$ cat src/hw/rtl/rbls_pkg.sv
// Shared constants, request codes and types for the rotated bitboard line store.
// No dependencies; every other file in hw/rtl imports this package.
`timescale 1ns / 1ps

package rbls_pkg;

  // Board edge length. Cell coordinates arrive as 3-bit fields.
  localparam int BOARD_SIZE = 8;
  localparam int IDX_W      = (BOARD_SIZE > 8) ? $clog2(BOARD_SIZE) : 3;
  localparam int OUT_W      = 8;

  localparam logic [1:0] REQ_PLACE = 2'd0;
  localparam logic [1:0] REQ_READ  = 2'd1;
  localparam logic [1:0] REQ_CLEAR = 2'd2;

  localparam logic [1:0] AXIS_HORIZ = 2'd0;
  localparam logic [1:0] AXIS_VERT  = 2'd1;
  localparam logic [1:0] AXIS_DIAG  = 2'd2;
  localparam logic [1:0] AXIS_ANTI  = 2'd3;

  typedef logic [BOARD_SIZE-1:0] row_t;
  typedef logic [IDX_W-1:0]      idx_t;
  typedef logic [BOARD_SIZE-1:0][BOARD_SIZE-1:0] board_t;

  // Where one cell lands in the four views, and which part of its wrapped
  // diagonal rows belongs to the cell's own line.
  typedef struct packed {
    logic on_board;
    idx_t x_idx;
    idx_t y_idx;
    idx_t diag_idx;
    idx_t anti_idx;
    row_t diag_keep;
    row_t anti_keep;
  } cell_geom_t;

endpackage

$ cat src/hw/rtl/rotated_bitboard_line_store_core.sv
// Top level of the rotated bitboard line store: input register, board views,
// update and line read logic, result register. Depends on rbls_pkg, rbls_cell_map.
`timescale 1ns / 1ps

// The block takes one request per clock cycle when the result side keeps up.
// Each item is captured in an input register and then resolved by a single
// pass of logic that updates the four board views and, for a read, loads the
// result register, so a line mask reaches the result port through the input
// register and then the result register. Place and clear items produce no result and never
// wait on the result side; a read waits only while the result register still
// holds an untaken mask. The board is all empty after reset and after a
// clear item, with no clearing pass, and an update is seen by the very next item.
module rotated_bitboard_line_store_core (
  input  logic       clk,
  input  logic       rst_n,
  input  logic       in_valid,
  output logic       in_ready,
  input  logic [1:0] in_req_type,
  input  logic [2:0] in_col,
  input  logic [2:0] in_row,
  input  logic       in_stone,
  input  logic [1:0] in_axis,
  output logic       out_valid,
  input  logic       out_ready,
  output logic [7:0] out_line_mask
);
  import rbls_pkg::*;

  logic       s_valid_r;
  logic [1:0] s_req_r;
  logic [2:0] s_col_r;
  logic [2:0] s_row_r;
  logic       s_stone_r;
  logic [1:0] s_axis_r;

  board_t horiz_r, horiz_nxt;
  board_t vert_r,  vert_nxt;
  board_t diag_r,  diag_nxt;
  board_t anti_r,  anti_nxt;

  logic             o_valid_r;
  logic [OUT_W-1:0] o_mask_r;
  logic [OUT_W-1:0] o_mask_nxt;

  cell_geom_t geom;
  logic       s_adv;
  logic       in_fire;
  logic       present;
  row_t       line_full;

  rbls_cell_map u_map (
    .col  (s_col_r),
    .row  (s_row_r),
    .geom (geom)
  );

  assign s_adv    = s_valid_r && ((s_req_r != REQ_READ) || !o_valid_r || out_ready);
  assign in_ready = !s_valid_r || s_adv;
  assign in_fire  = in_valid && in_ready;
  assign present  = horiz_r[geom.y_idx][geom.x_idx];

  always_comb begin
    horiz_nxt = horiz_r;
    vert_nxt  = vert_r;
    diag_nxt  = diag_r;
    anti_nxt  = anti_r;
    case (s_req_r)
      REQ_PLACE: begin
        if (geom.on_board && (present != s_stone_r)) begin
          horiz_nxt[geom.y_idx][geom.x_idx]    = s_stone_r;
          vert_nxt[geom.x_idx][geom.y_idx]     = s_stone_r;
          diag_nxt[geom.diag_idx][geom.x_idx]  = s_stone_r;
          anti_nxt[geom.anti_idx][geom.x_idx]  = s_stone_r;
        end
      end
      REQ_CLEAR: begin
        horiz_nxt = '0;
        vert_nxt  = '0;
        diag_nxt  = '0;
        anti_nxt  = '0;
      end
      default: begin
      end
    endcase
  end

  always_comb begin
    case (s_axis_r)
      AXIS_HORIZ: line_full = horiz_r[geom.y_idx];
      AXIS_VERT:  line_full = vert_r[geom.x_idx];
      AXIS_DIAG:  line_full = diag_r[geom.diag_idx] & geom.diag_keep;
      default:    line_full = anti_r[geom.anti_idx] & geom.anti_keep;
    endcase
    o_mask_nxt = geom.on_board ? OUT_W'(line_full) : '0;
  end

  always_ff @(posedge clk) begin
    if (!rst_n) begin
      s_valid_r <= 1'b0;
      o_valid_r <= 1'b0;
      horiz_r   <= '0;
      vert_r    <= '0;
      diag_r    <= '0;
      anti_r    <= '0;
    end else begin
      if (in_fire) begin
        s_valid_r <= 1'b1;
      end else if (s_adv) begin
        s_valid_r <= 1'b0;
      end
      if (s_adv) begin
        horiz_r <= horiz_nxt;
        vert_r  <= vert_nxt;
        diag_r  <= diag_nxt;
        anti_r  <= anti_nxt;
      end
      if (s_adv && (s_req_r == REQ_READ)) begin
        o_valid_r <= 1'b1;
      end else if (out_ready) begin
        o_valid_r <= 1'b0;
      end
    end
  end

  always_ff @(posedge clk) begin
    if (in_fire) begin
      s_req_r   <= in_req_type;
      s_col_r   <= in_col;
      s_row_r   <= in_row;
      s_stone_r <= in_stone;
      s_axis_r  <= in_axis;
    end
    if (s_adv && (s_req_r == REQ_READ)) begin
      o_mask_r <= o_mask_nxt;
    end
  end

  assign out_valid     = o_valid_r;
  assign out_line_mask = o_mask_r;

`ifndef SYNTH
  // Every stone appears exactly once in each of the four views.
  a_views_agree: assert property (@(posedge clk) disable iff (!rst_n)
    ($countones(horiz_r) == $countones(vert_r)) &&
    ($countones(horiz_r) == $countones(diag_r)) &&
    ($countones(horiz_r) == $countones(anti_r)))
    else $error("rotated views disagree on the stone count");

  a_clear_empties: assert property (@(posedge clk) disable iff (!rst_n)
    (s_adv && (s_req_r == REQ_CLEAR)) |=> (horiz_r == '0) && (anti_r == '0))
    else $error("board not empty after a clear item");

  a_read_result: assert property (@(posedge clk) disable iff (!rst_n)
    (s_adv && (s_req_r == REQ_READ)) |=> out_valid)
    else $error("read item retired without a result");

  a_place_sets_bit: assert property (@(posedge clk) disable iff (!rst_n)
    (s_adv && (s_req_r == REQ_PLACE) && geom.on_board) |=>
      (horiz_r[$past(geom.y_idx)][$past(geom.x_idx)] == $past(s_stone_r)))
    else $error("placed cell does not hold the requested value");
`endif

endmodule

$ cat src/hw/rtl/rbls_cell_map.sv
// Maps a cell (col,row) to its row indices in the four rotated views and to
// the keep masks of its wrapped diagonals. Depends on rbls_pkg.
`timescale 1ns / 1ps

module rbls_cell_map (
  input  logic [2:0]          col,
  input  logic [2:0]          row,
  output rbls_pkg::cell_geom_t geom
);
  import rbls_pkg::*;

  localparam logic [IDX_W:0] SIZE_W = (IDX_W+1)'(BOARD_SIZE);

  idx_t           x;
  idx_t           y;
  logic [IDX_W:0] diag_sum;
  logic [IDX_W:0] anti_sum;
  idx_t           d;
  idx_t           a;
  logic [IDX_W:0] t;

  assign x = IDX_W'(col);
  assign y = IDX_W'(row);

  // Both sums stay below twice the board size, so one subtract reduces them.
  assign diag_sum = {1'b0, x} + {1'b0, y};
  assign anti_sum = {1'b0, y} + SIZE_W - {1'b0, x};
  assign d = (diag_sum >= SIZE_W) ? IDX_W'(diag_sum - SIZE_W) : IDX_W'(diag_sum);
  assign a = (anti_sum >= SIZE_W) ? IDX_W'(anti_sum - SIZE_W) : IDX_W'(anti_sum);
  assign t = SIZE_W - {1'b0, a};

  always_comb begin
    geom.on_board = ({1'b0, x} < SIZE_W) && ({1'b0, y} < SIZE_W);
    geom.x_idx    = x;
    geom.y_idx    = y;
    geom.diag_idx = d;
    geom.anti_idx = a;
    for (int i = 0; i < BOARD_SIZE; i++) begin
      // A diagonal row holds two segments; the cell's side of the split wins.
      if (x <= d) begin
        geom.diag_keep[i] = (IDX_W'(i) <= d);
      end else begin
        geom.diag_keep[i] = (IDX_W'(i) > d);
      end
      if ({1'b0, x} >= t) begin
        geom.anti_keep[i] = ((IDX_W+1)'(i) >= t);
      end else begin
        geom.anti_keep[i] = ((IDX_W+1)'(i) < t);
      end
    end
  end

endmodule

$ cat config.mk
export PLATFORM = sky130hd
export DESIGN_NAME = rotated_bitboard_line_store_core
export DESIGN_NICKNAME = d
export VERILOG_FILES = /design/src/hw/rtl/rbls_pkg.sv /design/src/hw/rtl/rotated_bitboard_line_store_core.sv /design/src/hw/rtl/rbls_cell_map.sv
export SDC_FILE = /design/constraint.sdc
export NUM_CORES = 1
export LEC_CHECK = 0
export BUFFER_PORTS_ARGS = -buffer_cell sky130_fd_sc_hd__clkbuf_2
export CAP_MARGIN = 40
export CORE_AREA = 5 5 150 152
export DETAILED_ROUTE_END_ITERATION = 7
export DIE_AREA = 0 0 155 157
export PLACE_DENSITY = 0.89
export SLEW_MARGIN = 15
export SYNTH_ARGS = -nofsm -noshare
export SYNTH_HDL_FRONTEND = slang
export SYNTH_HIERARCHICAL = 1
export SYNTH_SLANG_ARGS = --single-unit
$ cat constraint.sdc
create_clock -name clk -period 4.8 [get_ports clk]
set_input_delay 0.24 -clock clk [delete_from_list [all_inputs] [get_ports clk]]
set_output_delay 0.24 -clock clk [all_outputs]
set_load 0.02 [all_outputs]
### Word-level counts from Yosys, hierarchy flattened

Cells that the tools add are included.

| storage, ports and cells | value |
|---|---|
| word-level logic and storage cells | 174 |
| register bits after elaboration | 277 |
| input bits | 15 |
| output and inout port bits | 10 |

| operators by class | value |
|---|---|
| bitwise logic cells | 2 |
| equality and inequality tests | 7 |
| mux-type cells | 57 |
| reductions and logical operators | 18 |
| magnitude comparators | 44 |
| add/subtract/negate cells | 6 |

Operator list:

| kind | number |
|---|---|
| one-hot mux 64 bit (2 select lines) | 4 |
| bitwise mux 64 bit | 4 |
| two-way mux 64 bit | 4 |
| binary-select mux 8 bit (select 3 bit) | 4 |
| demux 8 bit (select 3 bit) | 4 |
| two-way mux 8 bit | 8 |
| one-hot mux 8 bit (3 select lines) | 1 |
| two-way mux 1 bit | 23 |
| AND 8 bit | 2 |
| greater-or-equal comparator 3 x 4 -> 1 bit, first input constant | 4 |
| less-than comparator 3 x 4 -> 1 bit, first input constant | 4 |
| less-than comparator 3 x 4 -> 1 bit, second input constant | 4 |
| greater-or-equal comparator 3 x 1 -> 1 bit, second input constant | 4 |
| greater-than comparator 3 bit, first input constant | 4 |
| <= comparator 3 bit, first input constant | 4 |
| greater-or-equal comparator 1 x 4 -> 1 bit, first input constant | 2 |
| greater-or-equal comparator 2 x 4 -> 1 bit, first input constant | 2 |
| greater-or-equal comparator 4 bit, second input constant | 2 |
| less-than comparator 1 x 4 -> 1 bit, first input constant | 2 |
| less-than comparator 2 x 4 -> 1 bit, first input constant | 2 |
| logical AND 1 bit | 7 |
| demux 1 bit (select 3 bit) | 2 |
| greater-than comparator 1 x 3 -> 1 bit, first input constant | 2 |
| greater-than comparator 2 x 3 -> 1 bit, first input constant | 2 |
| 21 further kinds | 33 |

### Depth between registers and ports, before layout

| logic depth | value |
|---|---|
| depth after elaboration | 11 |
| mapped depth | 17 |

### Cells and area by module

Netlist, hierarchy kept.

Modules (own cells, without submodules):

| module | area an instance (um^2) | cells an instance | instances |
|---|---|---|---|
| rotated_bitboard_line_store_core | 12351.8 | 1451 | 1 |
| rbls_cell_map | 783.3 | 106 | 1 |

### Worst setup path before layout

OpenSTA, ideal clock, no wires.

| path | value |
|---|---|
| kind | reg2reg |
| start point | register s_row_r[0] |
| end point | register o_mask_r[2] (netlist: out_line_mask[2]), data pin |
| arrival | 3.566 ns |
| required time | 4.661 ns |
| setup slack | 1.095 ns |
| stages on the path, launching flop included | 18 |
| period minus slack after synthesis | 3.705 ns |
| cell sequence | edfxtp_1 inv_1 ha_1 inv_1 fa_1 inv_1 ha_1 inv_1 ha_1 nor2_1 a21o_1 buf_2 a22oi_1 o32a_1 o211ai_1 nand2_1 mux4_2 nor2_1 |

RTL lines:

| element | RTL line | text |
|---|---|---|
| from (decl) | rotated_bitboard_line_store_core.sv:32 | `logic [2:0] s_row_r;` |
| from (signal assigned) | rotated_bitboard_line_store_core.sv:129 | `s_row_r <= in_row;` |
| to (signal assigned) | rotated_bitboard_line_store_core.sv:134 | `o_mask_r <= o_mask_nxt;` |
| to (decl) | rotated_bitboard_line_store_core.sv:42 | `logic [OUT_W-1:0] o_mask_r;` |

==> reports/metrics.json <==
{
  "critical_path": {
    "crit_path_max_fanout": 18,
    "cp_slowest_cell": "edfxtp_1",
    "cp_data_required_time_ns": 5.15,
    "criticalPathCategory": "reg -> reg",
    "cp_top_family": "compound AO/OA/AOI/OAI gates",
    "path_cells": "fa_1, buf_4, inv_1, ha_1, inv_1, ha_1, nor2_1, a21o_1, a2111oi_0, a311oi_1, o22a_1, a31oi_1, a211oi_1",
    "worst_ep_arrival_time_ns": 4.71,
    "critical_path.endpoint_type": "flip-flop",
    "timing.critical_path.from_type": "flip-flop",
    "critPathBufInv": 3,
    "critical_path.max_stage_delay_ns": 0.89
  },
  "cells_and_area": {
    "antenna_cells": 0,
    "register_area_um2": 4450,
    "area.growth.synth_to_final_pct": 8.63,
    "multi_input_gate_area_in_the_final_layout_um2": 7930,
    "mostFrequentLayoutCell": "nand2_1",
    "mostFrequentLayoutCells": "226 x nand2_1, 220 x nor2_1, 200 x a221oi_1, 194 x dfxtp_1, 160 x o21ai_2",
    "layout-drive-gt1-share": 0.209,
    "layoutNonFillerInstCount": 1812,
    "num-fill-cells": 1554,
    "finalNetCount": 1544
  },
  "timing": {
    "timing_worst_slew_pin_value_ns": 1.12,
    "post_layout_min_period_ns": 4.36,
    "setup_ws_ns": 0.437,
    "setup_tns_ns": 0,
    "period_utilisation_layout": 0.909,
    "rsz0062_at_grt": "no",
    "report.final.slew_viol_count": 0,
    "fmax_ghz": 0.229,
    "skew_ns": 0.0177,
    "slew_headroom": 0.254,
    "setup_viol_count_final": 0,
    "finalHoldViolCount": 0
  },
  "grt": {
    "grt_util_all_layers": 0.313,
    "globalRoute.busiestLayer": "met2",
    "groute.layer.met3.usage": 0.0789,
    "grt_pass1_wl_mm": 62.5,
    "met2_usage_grt": 0.488,
    "first_global_vias": 11900,
    "grtUsageMet1": 0.413,
    "grt_antenna_before_repair": 0,
    "globalRoute.totalOverflow": 0,
    "pin_count_of_the_biggest_net_entering_global_routing": 193
  },
  "clocking": {
    "root_buffer": "clkbuf_16",
    "post_cts_buffers": 0,
    "cts_sinks": 213,
    "cts_resized": 0,
    "tritoncts": "done",
    "postCtsHoldBufs": 13,
    "htreeDepth": 1,
    "clk-insertion-delay-late_ns": 0.53,
    "clock_slew_at_reported_path_ffs_ns": 0.06,
    "cts_buffer_depth": 3,
    "numCtsBuffers": 24
  },
  "synth": {
    "synthesis.yosys.warnings": 6,
    "synth_compound_area_frac": 0.336,
    "dominant_synthesized_flop_cell": "dfxtp_1",
    "synthXorXnorAreaFrac": 0.0130,
    "post_synth_fa_ha_maj_area_fraction": 0.0107,
    "yosys_register_bits": 213,
    "syn_inst": 1557,
    "syn-mean-instance-area_um2": 8.44,
    "syn_nets": 1582,
    "synth_cell_types": 63,
    "post_synth_edffs": 19,
    "syn-cell-area_um2": 13100,
    "synth_async_sr_flop_share": 0,
    "yosysSeqAreaShare": 0.339,
    "synth_mux_area_frac": 0.0450,
    "area_share_of_and_or_nand_nor_cells_after_synthesis": 0.191,
    "synth_top_family_by_area": "compound AO/OA/AOI/OAI gates"
  },
  "place": {
    "dpl_worst_slack_ns": 0.635,
    "detailedPlacementHpwl_mm": 24.6,
    "count_of_buffers_inserted_at_the_top_level_ports": 24,
    "place.gp.congestion": 0.991,
    "number_of_placed_instances_taps_included": 1753
  },
  "run_status": {
    "result_of_the_run": "finished, violations left",
    "failing_checks": "DRC"
  },
  "power_and_ir_drop": {
    "vdd.ir_drop.worst_mv": 0.213,
    "power.static_leakage_uw": 0.00534,
    "total_power_uw": 4200,
    "cellPowerDensity_nw_per_um2": 294
  },
  "floorplanning": {
    "floorplan.io_pins": 25,
    "core_area_um2": 20900,
    "floorplan.initialDensity": 0.629,
    "die_area_um2": 24300,
    "dieHeight_um": 157,
    "floorplan.die.width_um": 155,
    "placementRows": 53
  },
  "route": {
    "first_pass_iters": 8,
    "drtIter0Drc": 1817,
    "avgRoutedWirePerCell_um": 21.6,
    "vias": 12700,
    "route.antenna.remaining_nets": 0,
    "drc_errors": 13,
    "routed_wl_mm": 39.1,
    "drt_via_density": 7.03
  },
  "worst_hold_path": {
    "timing.hold.worst.class": "in -> reg"
  },
  "run": {
    "max_cap_violations": 0
  }
}
[Yosys cell counts (18+ instances only)]
master,count,area (µm²)
a221oi_1,200,1750
a22oi_1,72,541
buf_6,20,225
clkbuf_1,113,424
dfxtp_1,194,3880
edfxtp_1,19,571
mux2i_1,32,320
nand2_1,226,848
nor2_1,220,826
nor2b_1,18,113
o21ai_0,41,205
o21ai_2,160,1400
[state kept, by name, indices dropped and copies added (netlist names)]
signal         count
diag_r            64
s_axis_r           2
s_col_r            3
out_valid          1
s_stone_r          1
s_valid_r          1
anti_r            64
s_row_r            3
horiz_r            8
out_line_mask      8
vert_r            56
s_req_r            2
[report_power, final]
group          switching [µW]  internal [µW]
Clock                     752            970
Combinational             458            192
Sequential               17.8           1810
Total                    1230           2970
[layout make-up]
cell class	instances	area share
multi-input combinational	1168	0.555
sequential	213	0.312
timing repair buffer	97	0.0533
clock buffer	34	0.0468
tap	275	0.0241
clock inverter	10	0.00421
inverter	15	0.00395
[final timing paths]
check | from | to | slack (ns) | cells past startpoint
hold / removal | rst_n | out_valid$_SDFFE_PN0P_ | 0.03 | 2
setup reg to reg | s_row_r[1]$_DFFE_PP_ | out_line_mask[6]$_SDFFCE_PN0P_ | 0.44 | 13
hold reg to reg | anti_r[35]$_SDFFE_PN0P_ | anti_r[35]$_SDFFE_PN0P_ | 0.50 | 2
setup / recovery | s_row_r[1]$_DFFE_PP_ | out_line_mask[6]$_SDFFCE_PN0P_ | 0.44 | 13
[cells by family after synthesis]
| logic type | after synthesis |
|---|---|
| and+or+nand+nor | 556 |
| AOI/OAI and AO/OA | 542 |
| DFF | 213 |
| buffers and inverters | 176 |
| muxes | 46 |
| xor gates and xnor gates | 13 |
| adders and majority gates | 10 |
| other | 1 |
[metal layers]
layer,vias to the layer above,wire length (µm)
met5,-,0
met1,6018,15200
li1,5808,-
met4,0,1830
met3,151,4600
met2,768,17500
[metrics by stage]
stage	util	area, µm²	hold WS (ns)
detailed placement	0.641	13400	0.419
global placement	0.635	13300	0.418
floorplan	-	13100	0.339
global route	0.683	14300	0.0337
finish	0.683	14300	0.0252
CTS	0.682	14200	0.00678
No activity file was read; power rests on OpenSTA's default activity.
